===== src/assert_macros.svh =====
// Assertion macros used by the top-level RTL file
`ifndef ASSERT_MACROS_SVH
`define ASSERT_MACROS_SVH

// Same-cycle implication, disabled during reset
`define SWCR_ASSERT_SAME(label, clk, rst, cond, cons, msg) \
   label: assert property (@(posedge clk) disable iff (rst) (cond) |-> (cons)) \
      else $error(msg);

// Next-cycle implication, disabled during reset
`define SWCR_ASSERT_NEXT(label, clk, rst, cond, cons, msg) \
   label: assert property (@(posedge clk) disable iff (rst) (cond) |=> (cons)) \
      else $error(msg);

`endif


===== src/swcr_pkg.sv =====
// Types and constants for the sensor window crop and YUV reorder block
package swcr_pkg;

   localparam int unsigned CSR_DATA_BITS  = 16;
   localparam int unsigned CSR_INDEX_BITS = 3;

   typedef enum logic [CSR_INDEX_BITS-1:0] {
      CSR_H_START  = 3'd0,
      CSR_H_STOP   = 3'd1,
      CSR_V_START  = 3'd2,
      CSR_V_STOP   = 3'd3,
      CSR_YUV_MODE = 3'd4,
      CSR_ORDER    = 3'd5
   } csr_index_type;

   typedef enum logic [1:0] {
      ORDER_UYVY = 2'd0,
      ORDER_VYUY = 2'd1,
      ORDER_YUYV = 2'd2,
      ORDER_YVYU = 2'd3
   } yuv_order_type;

   localparam logic [CSR_DATA_BITS-1:0] RESET_H_START = 16'd4;
   localparam logic [CSR_DATA_BITS-1:0] RESET_H_STOP  = 16'd643;
   localparam logic [CSR_DATA_BITS-1:0] RESET_V_START = 16'd4;
   localparam logic [CSR_DATA_BITS-1:0] RESET_V_STOP  = 16'd483;

   typedef struct packed {
      logic [7:0] luma;
      logic [7:0] chroma;
      logic       line_finish;
      logic       run_last;
      logic       window_error;
   } result_type;

endpackage


===== src/sensor_window_crop_yuv_reorder.sv =====
// Sensor window crop with YUV 4:2:2 pair reorder, top level
//
// Input beats (req_) carry one pixel: luma and chroma bytes plus frame-begin
// and line-finish marks. Column and line counts select pixels inside the
// window [h_start, h_stop] x [v_start, v_stop]; others are dropped.
// Raw mode passes a window pixel as one result beat. YUV mode holds the first
// pixel of a pair and emits two reordered beats on the second; a lone pixel
// at a window line end is emitted unchanged. An invalid window gives one
// error beat per input.
// Results go into a registered four-entry result queue whose head drives
// rsp_. One input beat is taken per cycle while the queue has room for two
// results, so throughput is one pixel per cycle as long as the output drains
// one beat per cycle; a pair gives two result beats.
// Reset (synchronous) empties the queue, clears counts and the held pixel
// and loads the default window. While rsp_stall is high the head beat holds
// and req_stall rises once fewer than two entries are free.
// csr_ writes are registered; the user must issue them only while idle, as the block does not enforce it.
module sensor_window_crop_yuv_reorder #(
   parameter int unsigned COORD_BITS = 16
) (
   input  logic                                clock,
   input  logic                                reset,
   input  logic                                csr_write_enable,
   input  logic [swcr_pkg::CSR_INDEX_BITS-1:0] csr_index,
   input  logic [swcr_pkg::CSR_DATA_BITS-1:0]  csr_wdata,
   input  logic                                req_valid,
   output logic                                req_stall,
   input  logic [7:0]                          req_pixel_luma,
   input  logic [7:0]                          req_pixel_chroma,
   input  logic                                req_frame_begin,
   input  logic                                req_line_finish,
   output logic                                rsp_valid,
   input  logic                                rsp_stall,
   output logic [7:0]                          rsp_out_luma,
   output logic [7:0]                          rsp_out_chroma,
   output logic                                rsp_out_line_finish,
   output logic                                rsp_run_last,
   output logic                                rsp_window_error
);

`include "assert_macros.svh"

   localparam int unsigned DEPTH     = 4;
   localparam int unsigned PTR_BITS  = 2;
   localparam int unsigned CNT_BITS  = 3;
   localparam int unsigned DB        = swcr_pkg::CSR_DATA_BITS;

   logic [DB-1:0] h_start_ff, h_stop_ff, v_start_ff, v_stop_ff;
   logic          yuv_mode_ff;
   logic [1:0]    order_ff;

   logic [COORD_BITS-1:0] column_ff, column_in;
   logic [COORD_BITS-1:0] line_ff, line_in;
   logic [7:0]            held_luma_ff, held_luma_in;
   logic [7:0]            held_chroma_ff, held_chroma_in;
   logic                  held_valid_ff, held_valid_in;

   swcr_pkg::result_type  queue_ff [DEPTH];
   logic [PTR_BITS-1:0]   wr_ptr_ff, rd_ptr_ff;
   logic [CNT_BITS-1:0]   count_ff, count_in;

   logic                  accept, pop;
   logic [COORD_BITS-1:0] col, line;
   logic [DB-1:0]         col_w, line_w;
   logic                  held_v, err, in_win, wend;
   logic [1:0]            n_res;
   swcr_pkg::result_type  res0, res1;
   swcr_pkg::result_type  head;

   assign accept    = req_valid && !req_stall;
   assign req_stall = count_ff > CNT_BITS'(DEPTH - 2);
   assign rsp_valid = count_ff != '0;
   assign pop       = rsp_valid && !rsp_stall;

   always_ff @(posedge clock) begin
      if (reset) begin
         h_start_ff  <= swcr_pkg::RESET_H_START;
         h_stop_ff   <= swcr_pkg::RESET_H_STOP;
         v_start_ff  <= swcr_pkg::RESET_V_START;
         v_stop_ff   <= swcr_pkg::RESET_V_STOP;
         yuv_mode_ff <= 1'b1;
         order_ff    <= swcr_pkg::ORDER_UYVY;
      end else if (csr_write_enable) begin
         unique case (csr_index)
            swcr_pkg::CSR_H_START:  h_start_ff  <= csr_wdata;
            swcr_pkg::CSR_H_STOP:   h_stop_ff   <= csr_wdata;
            swcr_pkg::CSR_V_START:  v_start_ff  <= csr_wdata;
            swcr_pkg::CSR_V_STOP:   v_stop_ff   <= csr_wdata;
            swcr_pkg::CSR_YUV_MODE: yuv_mode_ff <= csr_wdata[0];
            swcr_pkg::CSR_ORDER:    order_ff    <= csr_wdata[1:0];
            default: ;
         endcase
      end
   end

   always_comb begin
      col    = req_frame_begin ? '0 : column_ff;
      line   = req_frame_begin ? '0 : line_ff;
      held_v = req_frame_begin ? 1'b0 : held_valid_ff;
      col_w  = DB'(col);
      line_w = DB'(line);
      err    = (h_stop_ff <= h_start_ff) || (v_stop_ff < v_start_ff);
      in_win = (line_w >= v_start_ff) && (line_w <= v_stop_ff)
               && (col_w >= h_start_ff) && (col_w <= h_stop_ff);
      wend   = (col_w == h_stop_ff) || req_line_finish;

      n_res          = 2'd0;
      res0           = '{luma: req_pixel_luma, chroma: req_pixel_chroma,
                         line_finish: wend, run_last: 1'b1, window_error: 1'b0};
      res1           = res0;
      held_valid_in  = held_v;
      held_luma_in   = held_luma_ff;
      held_chroma_in = held_chroma_ff;

      if (err) begin
         held_valid_in = 1'b0;
         res0          = '{luma: 8'h00, chroma: 8'h00, line_finish: 1'b0,
                           run_last: 1'b1, window_error: 1'b1};
         n_res         = 2'd1;
      end else if (in_win) begin
         if (!yuv_mode_ff) begin
            held_valid_in = 1'b0;
            n_res         = 2'd1;
         end else if ((col_w[0] ^ h_start_ff[0]) == 1'b0) begin
            if (wend) begin
               held_valid_in = 1'b0;
               n_res         = 2'd1;
            end else begin
               held_luma_in   = req_pixel_luma;
               held_chroma_in = req_pixel_chroma;
               held_valid_in  = 1'b1;
            end
         end else if (!held_v) begin
            n_res = 2'd1;
         end else begin
            held_valid_in    = 1'b0;
            n_res            = 2'd2;
            res0.line_finish = 1'b0;
            res0.run_last    = 1'b0;
            case (swcr_pkg::yuv_order_type'(order_ff))
               swcr_pkg::ORDER_UYVY: begin
                  res0.luma = held_luma_ff;    res0.chroma = held_chroma_ff;
                  res1.luma = req_pixel_luma;  res1.chroma = req_pixel_chroma;
               end
               swcr_pkg::ORDER_VYUY: begin
                  res0.luma = held_luma_ff;    res0.chroma = req_pixel_chroma;
                  res1.luma = req_pixel_luma;  res1.chroma = held_chroma_ff;
               end
               swcr_pkg::ORDER_YUYV: begin
                  res0.luma = held_chroma_ff;   res0.chroma = held_luma_ff;
                  res1.luma = req_pixel_chroma; res1.chroma = req_pixel_luma;
               end
               default: begin
                  res0.luma = req_pixel_chroma; res0.chroma = req_pixel_luma;
                  res1.luma = held_chroma_ff;   res1.chroma = held_luma_ff;
               end
            endcase
         end
      end

      if (req_line_finish) begin
         column_in     = '0;
         line_in       = (line == '1) ? line : line + 1'b1;
         held_valid_in = 1'b0;
      end else begin
         column_in = (col == '1) ? col : col + 1'b1;
         line_in   = line;
      end

      if (!accept) begin
         n_res = 2'd0;
      end
      count_in = count_ff + CNT_BITS'(n_res) - CNT_BITS'(pop);
   end

   always_ff @(posedge clock) begin
      if (reset) begin
         column_ff     <= '0;
         line_ff       <= '0;
         held_valid_ff <= 1'b0;
         held_luma_ff  <= '0;
         held_chroma_ff <= '0;
         wr_ptr_ff     <= '0;
         rd_ptr_ff     <= '0;
         count_ff      <= '0;
      end else begin
         if (accept) begin
            column_ff      <= column_in;
            line_ff        <= line_in;
            held_valid_ff  <= held_valid_in;
            held_luma_ff   <= held_luma_in;
            held_chroma_ff <= held_chroma_in;
         end
         wr_ptr_ff <= wr_ptr_ff + PTR_BITS'(n_res);
         rd_ptr_ff <= rd_ptr_ff + PTR_BITS'(pop);
         count_ff  <= count_in;
      end
   end

   always_ff @(posedge clock) begin
      if (n_res != 2'd0) begin
         queue_ff[wr_ptr_ff] <= res0;
      end
      if (n_res == 2'd2) begin
         queue_ff[wr_ptr_ff + 1'b1] <= res1;
      end
   end

   assign head                = queue_ff[rd_ptr_ff];
   assign rsp_out_luma        = head.luma;
   assign rsp_out_chroma      = head.chroma;
   assign rsp_out_line_finish = head.line_finish;
   assign rsp_run_last        = head.run_last;
   assign rsp_window_error    = head.window_error;

   `SWCR_ASSERT_SAME(a_queue_bound, clock, reset, 1'b1, count_ff <= CNT_BITS'(DEPTH),
      "result queue overfilled")
   `SWCR_ASSERT_SAME(a_accept_room, clock, reset, accept,
      count_ff <= CNT_BITS'(DEPTH - 2), "beat taken without room for a pair")
   `SWCR_ASSERT_NEXT(a_error_emits, clock, reset, accept && err, rsp_valid,
      "error beat not queued")
   `SWCR_ASSERT_SAME(a_error_last, clock, reset, rsp_valid && rsp_window_error,
      rsp_run_last && !rsp_out_line_finish, "error beat not a lone result")

endmodule


===== config.mk =====
export PLATFORM = sky130hd
export DESIGN_NAME = sensor_window_crop_yuv_reorder
export DESIGN_NICKNAME = d
export VERILOG_FILES = /design/src/swcr_pkg.sv /design/src/sensor_window_crop_yuv_reorder.sv
export VERILOG_INCLUDE_DIRS = /design/src /design/src/src
export SDC_FILE = /design/constraint.sdc
export NUM_CORES = 1
export LEC_CHECK = 0
export ABC_AREA = 1
export BUFFER_PORTS_ARGS = -buffer_cell sky130_fd_sc_hd__buf_2
export CORE_MARGIN = 2
export CORE_UTILIZATION = 25
export CTS_CLUSTER_DIAMETER = 30
export DETAILED_ROUTE_END_ITERATION = 8
export PLACE_DENSITY = 0.49
export SYNTH_ARGS = -nofsm -noshare
export SYNTH_HDL_FRONTEND = slang
export SYNTH_SLANG_ARGS = --single-unit

===== constraint.sdc =====
create_clock -name clock -period 4.9 [get_ports clock]
set_input_delay 0.49 -clock clock [delete_from_list [all_inputs] [get_ports clock]]
set_output_delay 0.49 -clock clock [all_outputs]
set_load 0.01 [all_outputs]

## After elaboration in Yosys (flattened, before gate mapping)

Memories as Yosys holds them, arrays and structs flattened. A register that Yosys moved wholly into a read port is not among the register bits.
Index checks and enable logic that the tools add are counted.

- Reductions and logical operators: 20
- Magnitude comparators: 7
- Equal/unequal tests: 11
- Mux-type cells: 38
- Add/sub/neg operators: 7
- Bitwise logic cells: 4

Operators by type and width:

| operator | count |
|---|---|
| $mux W16 | 11 |
| $pmux W16 S3 | 2 |
| $mux W18 | 5 |
| $le A16 B16 Y1 | 3 |
| $add A16 B1 Y16 const B | 2 |
| $eq A16 B16 Y1 const B | 2 |
| $ge A16 B16 Y1 | 2 |
| $eq A16 B16 Y1 | 1 |
| $lt A16 B16 Y1 | 1 |
| $mux W2 | 7 |
| $mux W1 | 13 |
| $reduce_and A2 Y1 | 6 |
| $eq A3 B2 Y1 const B | 2 |
| $eq A3 B3 Y1 const B | 2 |
| $reduce_and A6 Y1 | 1 |
| $logic_and A1 B1 Y1 | 5 |
| $eq A2 B2 Y1 const B | 2 |
| $add A3 B2 Y3 | 1 |
| $eq A3 B1 Y1 const B | 1 |
| $gt A3 B2 Y1 const B | 1 |
| $logic_not A3 Y1 | 1 |
| $not A1 Y1 | 3 |
| $reduce_bool A3 Y1 | 1 |
| $sub A3 B1 Y3 | 1 |
| 9 further kinds | 11 |

- Output and inout port bits: 21
- Bits of input ports: 42
- Bits in writable memories: 76
- Register bits after elaboration: 123
- Logic and storage cells: 102
- Memories kept: 1

Memory list:

| name | depth | width | read ports | clocked after Yosys merged registers in | write ports | RTL line | source |
|---|---|---|---|---|---|---|---|
| queue_ff | 4 | 19 | 1 | 1 | 2 | sensor_window_crop_yuv_reorder.sv:58 | `swcr_pkg::result_type queue_ff [DEPTH];` |

## Longest topological paths before layout

Gate-level depths: netlist of run 1.

- Word-level depth: 12
- Depth in mapped cells: 27
- Mapped depth without buffers: 25

## Least setup slack after synthesis of run 1

Ideal clock, no wire load.

- Path type: input to register
- Start point: input port req_frame_begin
- End point: memory queue_ff[1][10] (netlist name) (enable)
- Stages: 18
- Required time: 4.527 ns
- Library setup time: 0.373 ns
- Arrival: 3.305 ns
- Path buffers: 4
- Path slack: 1.222 ns
- Cell sequence: buf_6 > clkbuf_1 > clkbuf_1 > nor2_1 > ha_1 > a21oi_1 > o21a_1 > nand2_1 > nand2_1 > nand2_1 > nand2_1 > nand2_1 > nor2_4 > nand2_4 > nor2_4 > nand3_1 > buf_2 > nand2_1

RTL lines:

| what | RTL line | source |
|---|---|---|
| from (decl) | sensor_window_crop_yuv_reorder.sv:30 | `input logic req_frame_begin,` |
| to (decl) | sensor_window_crop_yuv_reorder.sv:58 |  |

==> results.cfg, run 1 <==
[clock_tree]
cts_root_buf = clkbuf_16
cts_max_level = 4
clock_sinks = 199
cts_tree = done
cts_buffer_depth = 2
cts_resized = 0
post_cts.repair.setup_buffers = 0
cts_buffers = 17
clk-insertion-delay-late_ns = 0.48
cts_hold_buffers = 0
cts.clk_slew.worst_paths_ns = 0.08

[yosys]
synth_edf_count = 68
ys_types = 46
syn_nets = 1921
yosys_warnings = 0
syn-instance-count = 1778
synthFlopType = dfxtp_1
synth-seq-area-share_pct = 36.43
syn_area_per_cell_sq_um = 7.201
synth.area.top_cells = dfxtp_1 (20%), edfxtp_1 (16%), ha_1 (9.8%)
synthArstFlopShare_pct = 0
synth_area_sq_um = 12800
yosysTopAreaCell = dfxtp_1
yosysTopAreaCellShare_pct = 20.48
synth-seq-cells = 199

[place]
gp_congestion = 0.8608
place_inst = 2450
hpwl_um = 30960
io_buffers = 62

[worst_hold_path]
min_from = csr_wdata[5]
holdPathEnd = v_stop_ff[5]
whs_path_depth = 3
worstHoldPathType = in2reg

[global_route]
antenna_found_initial = 1
grt_use_met1_pct = 20.70
grt_max_degree = 55
grt_pass1_wl_um = 66000
top_usage_layer = met2
use_met2_pct = 26.98
grt.met3_usage_pct = 2.617
track_usage_pct = 15.98
grt_overflow_total = 0
grt_pass1_vias = 11610

[sta]
finalHoldViolCount = 0
fin_skew_ns = 0.01567
fmax_ghz = 0.2632
slew_headroom_pct = 36.09
worstMarginPinSlew_ns = 0.9564
hold-worst-slack_ns = 0.3357
final.setup.tns_ns = 0
fin_crit_ns = 3.799
period_share_pct = 77.53
setup_viol = 0
slew_violations = 0
rsz0062_at_grt = false

[floorplanning]
die_height_um = 230.3
start_util_pct = 25.42
ioPinCount = 63
fp.dieW_um = 230.3
num_rows = 82
coreArea_sq_um = 50380
die-area_sq_um = 53040

[final_layout]
final_common_cell = nand2_1
multi_input_area_sq_um = 6929
fin_cells = 2482
nNetsFinal = 1940
final_cell_mix = nand2_1 (310), o21ai_0 (237), inv_1 (207), a21oi_1 (162), nor2_1 (152)
syn2layout_area_growth_pct = 11.74
drive_gt1_share_pct = 8.398
diodes = 0
ff_latch_area_sq_um = 4664
fillers = 5548

[detailed_routing]
initialDrtViolationCount = 842
drc = 0
via_count = 12110
wirelength_um = 42010
drtPass1Iterations = 5
drt-vias-per-instance = 4.880
wl_per_cell_um = 16.92
drt.antenna.violating_nets = 0

[setup_path]
regToRegEndpoint = queue_ff[2][8]
reg2reg_depth = 16
crit_chain = buf_2, inv_4, nand2_1, inv_1, ha_1, nand2_1, inv_1, nand3_1, nor3_1, nand2_1, nand2_1, nand2_1, nor2_4, nand2_4, nor2_4, nand2_2, nand2_2, buf_4, nand3_1, o21ai_0
worstSetupStartpointType = primary input
cp_slowest_cell = buf_4
crit_type = in2reg
cp_max_fo = 54
max_stage_delay_ns = 0.55
reg2reg_slack_ns = 1.16
cp-end-kind = flip-flop
cpMostUsedCell = nand2_1
cp.arrival_ns = 4.10
worstReg2RegStart = v_start_ff[5]
cp.required_ns = 5.20

[job]
cap_violations = 0

[power]
peakVddDrop_mv = 0.1903
p_per_area_nw_per_um2 = 324.8
power.leakage_uw = 0.005767

[status]
outcome = finished clean
per-stage QoR:
stage	setup slack, ns	utilization (%)	power, uW	cell area (sq um)
floorplan	1.222	-	2769	12800
detailed placement	0.6699	27.26	3246	13730
finish	1.101	28.40	4646	14310
CTS	1.169	28.40	4688	14310
global route	0.6931	28.40	4911	14310
global placement	0.7308	27.26	3227	13730
area by class of cell:
class | instances | area share (%)
multi-input cells | 1279 | 48.43
flip-flops and latches | 199 | 32.60
well taps | 672 | 5.877
inverters | 213 | 5.606
repair buffers | 87 | 3.481
clock buffers | 17 | 2.974
clock inverters | 15 | 1.023
cells by family after synthesis:
family	after synthesis	share of synthesized area, %
AO/OA/AOI/OAI	505	21.20
XOR/XNOR	13	0.8893
adder cells (fa/ha/maj)	101	9.929
buffers and inverters	300	9.450
flip-flops	199	36.43
AND/OR/NAND/NOR	660	22.11
cell usage after synthesis, types with 8 or more instances:
cell,number
a21oi_1,162
a221oi_1,10
buf_6,8
clkbuf_1,66
dfxtp_1,131
edfxtp_1,68
ha_1,100
inv_1,208
nand2_1,310
nand3_1,127
nand4_1,17
nor2_1,152
nor3_1,22
o211ai_1,8
o21ai_0,237
o21ai_1,21
o21ai_2,8
o22ai_1,44
power by group:
part	switching, uW	internal, uW	leakage [uW]
clock	769	681	0.000277
sequential	73.0	1840	0.00169
combinational	899	381	0.00380
sequential cells by signal, summed over array words and instances, names as in the netlist:
name / count
wr_ptr_ff: 2
v_start_ff: 16
count_ff: 3
held_luma_ff: 8
rd_ptr_ff: 2
column_ff: 16
held_valid_ff: 1
h_stop_ff: 16
queue_ff: 76
held_chroma_ff: 8
h_start_ff: 16
yuv_mode_ff: 1
line_ff: 16
order_ff: 2
v_stop_ff: 16
per-layer routing:
| layer | wire, um | share of wire [%] | vias up |
|---|---|---|---|
| met2 | 19950 | 47 | 287 |
| li1 | - | - | 6088 |
| met5 | 10 | 0.024 | - |
| met3 | 1727 | 4.1 | 56 |
| met4 | 1008 | 2.4 | 2 |
| met1 | 19310 | 46 | 5678 |
worst max path at each step:
stage	to	cells past startpoint	start
6_report	queue_ff[2][8]	20	req_frame_begin
5_1_grt	queue_ff[2][8]	20	req_frame_begin
4_1_cts	queue_ff[2][7]	16	v_start_ff[5]
3_5_place_dp	queue_ff[2][7]	20	req_frame_begin
3_3_place_gp	queue_ff[1][4]	20	req_frame_begin
2_1_floorplan	queue_ff[1][10]	18	req_frame_begin
worst max-delay path, delay by kind of cell:
kind	cells	cell delay, ns
AND/OR/NAND/NOR	13	1.82
buffers and inverters	5	1.33
adder cells (fa/ha/maj)	1	0.28
AO/OA/AOI/OAI	1	0.13
Power figures use the tool's default switching activity.
==> inputs of run 2 (changes only) <==
--- a/config.mk
+++ b/config.mk
@@ -6,13 +6,13 @@
 export SDC_FILE = /design/constraint.sdc
 export NUM_CORES = 1
 export LEC_CHECK = 0
-export ABC_AREA = 1
+export ABC_AREA = 0
 export BUFFER_PORTS_ARGS = -buffer_cell sky130_fd_sc_hd__buf_2
 export CORE_MARGIN = 2
 export CORE_UTILIZATION = 25
 export CTS_CLUSTER_DIAMETER = 30
 export DETAILED_ROUTE_END_ITERATION = 8
-export PLACE_DENSITY = 0.49
+export PLACE_DENSITY = 0.51
 export SYNTH_ARGS = -nofsm -noshare
 export SYNTH_HDL_FRONTEND = slang
 export SYNTH_SLANG_ARGS = --single-unit
==> constraint.sdc (replaced) <==
create_clock -name clock -period 3.4 [get_ports clock]
set_input_delay 0.34 -clock clock [delete_from_list [all_inputs] [get_ports clock]]
set_output_delay 0.34 -clock clock [all_outputs]
set_load 0.01 [all_outputs]
==> run 2 against run 1 <==
Effect of this change: non-clock buffer count increased by 121; hold slack lost 0.18 ns; clock power rose by 52%; worst setup slack worse by 1.1 ns; largest cell class unchanged.
==> results.cfg, run 2 <==
[status]
outcome = finished clean

[setup_path]
worstSetupStartpointType = flip-flop
cp.required_ns = 3.63
cp_slowest_cell = or4b_4
regToRegEndpoint = queue_ff[1][5]
reg2reg_depth = 13
worstReg2RegStart = line_ff[6]
max_stage_delay_ns = 0.60
cp_max_fo = 7
crit_type = reg2reg
cp.arrival_ns = 3.61
cp-end-kind = flip-flop
crit_chain = nor2b_4, buf_6, ha_4, and4_4, nand2_4, or3b_4, o311a_4, or4b_4, nor2_8, buf_12, mux2i_1, buf_4, o22ai_1
reg2reg_slack_ns = 0.02

[global_route]
grt_pass1_vias = 10230
grt_pass1_wl_um = 56550
antenna_found_initial = 0
grt_overflow_total = 0
grt_max_degree = 94
track_usage_pct = 14.64

[place]
io_buffers = 62
hpwl_um = 26340
place_inst = 2047
gp_congestion = 0.8294
dpl_worst_slack_ns = -0.5271

[final_layout]
nNetsFinal = 1609
syn2layout_area_growth_pct = 28.72
final_common_cell = nand2_1
final_cell_mix = nand2_1 (207), buf_4 (128), a21oi_1 (121), dfxtp_1 (117), ha_1 (91)
largest_register_ffs = 76
drive_gt1_share_pct = 27.65
diodes = 0
fin_util_pct = 32.45
fillers = 4980
largest-register = queue_ff
fin_cells = 2094
multi_input_area_sq_um = 7422
ff_latch_area_sq_um = 4682

[yosys]
post_synth_xor_area_fraction_pct = 1.318
syn_area_per_cell_sq_um = 9.137
yosys_warnings = 0
synth_edf_count = 68
ys_types = 74
synthArstFlopShare_pct = 0
syn-instance-count = 1309
syn_nets = 1452
synth.area.top_cells = dfxtp_1 (22%), edfxtp_1 (17%), ha_1 (10%)
synth_top_family_by_area = simple AND/OR/NAND/NOR gates
synth_common_cells = nand2_1 (213), dfxtp_1 (131), a21oi_1 (124)
synth_area_sq_um = 11960
synthFlopType = dfxtp_1
yosysTopAreaCellShare_pct = 21.93
synth.area.mux_share_pct = 10.20
synth-seq-area-share_pct = 39.00
synth-seq-cells = 199
yosysTopAreaCell = dfxtp_1
synth_fa_ha_area_share_pct = 10.63
synth.most_common_cell = nand2_1
synth-compound-area-share_pct = 15.27
synth_simple_gate_area_share_pct = 18.43

[worst_hold_path]
whs_path_depth = 3
worstHoldPathType = in2reg
min_from = csr_wdata[4]
holdPathEnd = v_start_ff[4]

[floorplanning]
num_rows = 80
start_util_pct = 25.21
fp.dieW_um = 222.7
ioPinCount = 63
die_height_um = 222.7
coreArea_sq_um = 47450
die-area_sq_um = 49610

[detailed_routing]
drt-vias-per-instance = 4.934
drtPass1Iterations = 4
via_count = 10330
wl_per_cell_um = 17.55
initialDrtViolationCount = 541
drc = 0
drt.antenna.violating_nets = 0
wirelength_um = 36760

[power]
peakVddDrop_mv = 0.2385
p_per_area_nw_per_um2 = 411.7
power.leakage_uw = 0.005749

[clock_tree]
cts_max_level = 4
cts_buffers = 17
cts_hold_buffers = 0
clk-insertion-delay-late_ns = 0.48
cts_tree = done
cts.clk_slew.worst_paths_ns = 0.10
cts_root_buf = clkbuf_16
cts_buffer_depth = 2
clock_sinks = 199

[sta]
fin_skew_ns = 0.02525
setup_viol = 0
fmax_ghz = 0.2957
rsz0062_at_grt = true
period_share_pct = 99.48
fin_crit_ns = 3.382
slew_headroom_pct = 21.57
slew_violations = 0
worstMarginPinSlew_ns = 1.170
finalHoldViolCount = 0
worst_slack_ns = 0.01781

[job]
cap_violations = 0
run 2: cell types whose count changed after synthesis, moves of 18 or more:
cell | previous run | this run
nand3_1 | 127 | 27
o22ai_1 | 44 | 62
nand2_1 | 310 | 213
nor2b_1 | 0 | 48
a21oi_1 | 162 | 124
mux2i_1 | 0 | 69
inv_1 | 208 | 78
o21ai_1 | 21 | 0
o21ai_0 | 237 | 22
mux4_2 | 0 | 19
nor2_1 | 152 | 71
run 2: final cells by class:
class                           count  area share [%]
Clock buffer                       17           2.763
Clock inverter                     15           1.406
Inverter                           78           1.902
Multi-Input combinational cell    962           48.21
Sequential cell                   199           30.41
Tap cell                          615           4.998
Timing Repair Buffer              208           10.31
run 2: cell families after synthesis:
kind of cell / after synthesis
AND/OR/NAND/NOR: 453
AO/OA/AOI/OAI: 292
XOR/XNOR: 18
multiplexers: 97
buffers and inverters: 149
adder cells (fa/ha/maj): 101
flip-flops: 199
run 2: worst max path at each step:
| stage | start | end | slack [ns] | cells after the start |
|---|---|---|---|---|
| floorplan | req_frame_begin | count_ff[1] | -0.14 | 18 |
| global placement | req_frame_begin | queue_ff[0][11] | -0.52 | 16 |
| detailed placement | req_frame_begin | queue_ff[0][11] | -0.53 | 16 |
| CTS | line_ff[6] | count_ff[1] | -0.09 | 16 |
| global route | line_ff[6] | count_ff[2] | -0.08 | 17 |
| finish | line_ff[6] | queue_ff[1][5] | 0.02 | 13 |
run 2: metal layers:
metal | share of wire [%] | GRT usage [%]
met4 | 2.2 | 4.611
met1 | 45 | 18.24
met2 | 50 | 25.68
met5 | 0 | 0
met3 | 3.5 | 2.460
run 2: repair_timing:
action | 4_1_cts | 5_1_grt
pin swaps | 6 | 55
endpoints found under the setup margin | 133 | 146
cloned | 0 | 3
gates resized for setup | 11 | 111
buffers inserted | 6 | 6
run 2: power breakdown:
part / internal (uW) / switching (uW) / total (uW)
Sequential: 2600 / 70.0 / 2670
Combinational: 632 / 823 / 1460
Clock: 1030 / 1180 / 2210
Total: 4270 / 2070 / 6340
run 2: critical path, delay by kind of cell, from the launching register on:
family / cells / cell delay (ns)
adder cells (fa/ha/maj): 1 / 0.25
flip-flops: 1 / 0.35
buffers and inverters: 3 / 0.49
AO/OA/AOI/OAI: 2 / 0.23
multiplexers: 1 / 0.23
AND/OR/NAND/NOR: 6 / 1.60
run 2: through the flow:
| step | TNS [ns] | power (uW) | cell area, sq um | hold slack [ns] |
|---|---|---|---|---|
| finish | 0 | 6337 | 15390 | 0.1559 |
| floorplan | -0.2348 | 3568 | 12180 | 0.4325 |
| detailed placement | -63.69 | 4106 | 14000 | 0.4487 |
| global route | -1.302 | 6646 | 15390 | 0.1349 |
| CTS | -0.1226 | 6332 | 14730 | 0.1296 |
| global placement | -59.82 | 4090 | 14000 | 0.4426 |
==> inputs of run 3 (changes only) <==
--- a/config.mk
+++ b/config.mk
@@ -8,7 +8,7 @@
 export LEC_CHECK = 0
 export ABC_AREA = 0
 export BUFFER_PORTS_ARGS = -buffer_cell sky130_fd_sc_hd__buf_2
-export CORE_MARGIN = 2
+export CORE_MARGIN = 4
 export CORE_UTILIZATION = 25
 export CTS_CLUSTER_DIAMETER = 30
 export DETAILED_ROUTE_END_ITERATION = 8
==> run 3 against run 2 <==
Effect of this change: the run now ends with setup timing left; clock power barely moved; global-route usage is 0.71 points lower; die area grew 3.6%; via count shrank 2.0%; core utilization shrank 0.38 points; clock skew increased by 0.0055 ns; design area shrank 2.2%; combinational power fell by 3%; critical endpoint is now count_ff[1]; largest power group unchanged; highest routed layer is now met5.
==> results.cfg, run 3 (same netlist as run 2, synthesis figures left out) <==
[status]
outcome = complete, but fails checks
violations = setup timing

[place]
hpwl_um = 26300
dpl_cell_area_sq_um = 14060
io_buffers = 62
gp_congestion = 0.8595

[clock_tree]
cts.clk_slew.worst_paths_ns = 0.09
clock_sinks = 199
cts_buffers = 17
clk-insertion-delay-late_ns = 0.47
cts_buffer_depth = 2
cts_tree = done
cts_max_level = 4
cts_root_buf = clkbuf_16
cts_hold_buffers = 0

[setup_path]
cpLargestDelayFamily = adder cells
reg2reg_depth = 15
cp.buffers_inverters = 3
critical_path_depth = 15
crit_type = reg2reg
max_stage_delay_ns = 0.42
crit_chain = nor2b_2, buf_4, ha_1, nand2_1, a211oi_1, a31oi_4, nor3_4, nand3_2, a21oi_2, inv_1, ha_1, inv_1, ha_2, fa_2, nor2b_4
cp_slowest_cell = fa_2
cp.required_ns = 3.73
cp.arrival_ns = 3.76
cp_max_fo = 5
worstSetupStartpointType = flip-flop
cp-end-kind = flip-flop

[detailed_routing]
initialDrtViolationCount = 616
via_count = 10130
drt.antenna.violating_nets = 0
drt-vias-per-instance = 4.843
drc = 0
wirelength_um = 35940
drtPass1Iterations = 5
wl_per_cell_um = 17.19

[sta]
setup_viol = 2
worstMarginPinSlew_ns = 1.069
hold-worst-slack_ns = 0.1588
fin_skew_ns = 0.03079
fin_crit_ns = 3.424
rsz0062_at_grt = true
worst_slack_ns = -0.02427
slew_violations = 0
fmax_ghz = 0.2920
slew_headroom_pct = 28.76
period_share_pct = 100.7
finalHoldViolCount = 0

[global_route]
grt_pass1_wl_um = 55940
antenna_found_initial = 1
track_usage_pct = 13.93
grt_pass1_vias = 9996
grt_overflow_total = 0
grt_max_degree = 58

[power]
power.leakage_uw = 0.005712
peakVddDrop_mv = 0.2339
pwr-share-clk_pct = 34.8
seqPwrFrac_pct = 42.6
netSwitchingFraction_pct = 32.17
power.switching_uw = 2019
p_per_area_nw_per_um2 = 416.9
p_int_uw = 4257
combPwrFrac_pct = 22.7

[final_layout]
final_common_cell = nand2_1
syn2layout_area_growth_pct = 25.87
largest-register = queue_ff
nNetsFinal = 1614
largest_register_ffs = 76
diodes = 0
fin_area_sq_um = 15050
drive_gt1_share_pct = 24.19
final_cell_mix = nand2_1 (207), buf_4 (137), dfxtp_1 (126), a21oi_1 (121), ha_1 (93)

[floorplanning]
ioPinCount = 63
die-area_sq_um = 51400
coreArea_sq_um = 46950
num_rows = 79
fp.dieW_um = 226.7
start_util_pct = 25.47
die_height_um = 226.7

[worst_hold_path]
worstHoldPathType = in2reg
whs_path_depth = 3

[job]
cap_violations = 0
## run 3: cell count changes in the layout (fill, tap and decap cells not counted), moves of 3 or more
| cell | previous run | this run |
|---|---|---|
| buf_12 | 9 | 12 |
| nand3_1 | 25 | 22 |
| buf_4 | 128 | 137 |
| ha_4 | 9 | 6 |
| nand3_2 | 1 | 6 |
| o22ai_2 | 42 | 2 |
| inv_8 | 1 | 4 |
| dfxtp_2 | 14 | 5 |
| o22ai_1 | 21 | 62 |
| buf_6 | 8 | 4 |
| clkinv_8 | 6 | 2 |
| dfxtp_1 | 117 | 126 |
## run 3: worst paths after layout
check	slack [ns]	start	to
setup reg to reg	-0.02	column_ff[8]	count_ff[1]
setup / recovery	-0.02	column_ff[8]	count_ff[1]
hold reg to reg	0.46	h_start_ff[4]	h_start_ff[4]
hold / removal	0.16	req_pixel_chroma[2]	held_chroma_ff[2]
## run 3: power groups by stage
stage	logic, uW	clock network [uW]	registers (uW)
after floorplan	868	0	2700
after global placement	1370	0	2720
after detailed placement	1390	0	2730
after CTS	1410	2230	2670
after global routing	1580	2330	2680
final	1420	2180	2670
## run 3: timing repair
item,4_1_cts,5_1_grt
setup endpoints to repair,148,140
gates cloned,1,0
buffers inserted,5,6
pin swaps,11,20
resized for setup,20,37
## run 3: worst reg2reg max path, delay by kind of cell (launching register included)
kind                     cells  cell delay [ns]
adder cells (fa/ha/maj)      4             1.12
AND/OR/NAND/NOR              5             0.83
AO/OA/AOI/OAI                3             0.74
flip-flops                   1             0.36
buffers and inverters        3             0.28
## run 3: layout make-up
class                   count  area, sq um
fillers                  4841        31900
multi-input cells         962         7098
flip-flops and latches    199         4671
repair buffers            213         1614
well taps                 607        759.5
clock buffers              17        425.4
inverters                  78        292.8
clock inverters            15        193.9
## run 3: routing by layer
| layer | GRT usage, % | wire length (um) | up-vias |
|---|---|---|---|
| met3 | 2.279 | 1178 | 28 |
| met5 | 0 | 10 | - |
| met2 | 23.98 | 17660 | 187 |
| met4 | 3.181 | 490 | 2 |
| met1 | 18.38 | 16600 | 4847 |
| li1 | - | - | 5063 |
## run 3: through the flow
step / worst slack [ns] / std cells / util, % / TNS (ns) / power, uW
global route: -0.2559 / 2091 / 32.06 / -1.919 / 6600
CTS: -0.06278 / 2085 / 31.55 / -0.1164 / 6307
global placement: -0.8130 / 2047 / 29.95 / -95.81 / 4096
finish: -0.02427 / 2091 / 32.06 / -0.04374 / 6277
floorplan: -0.1430 / 1309 / - / -0.2348 / 3568
detailed placement: -0.8933 / 2047 / 29.95 / -101.31 / 4120
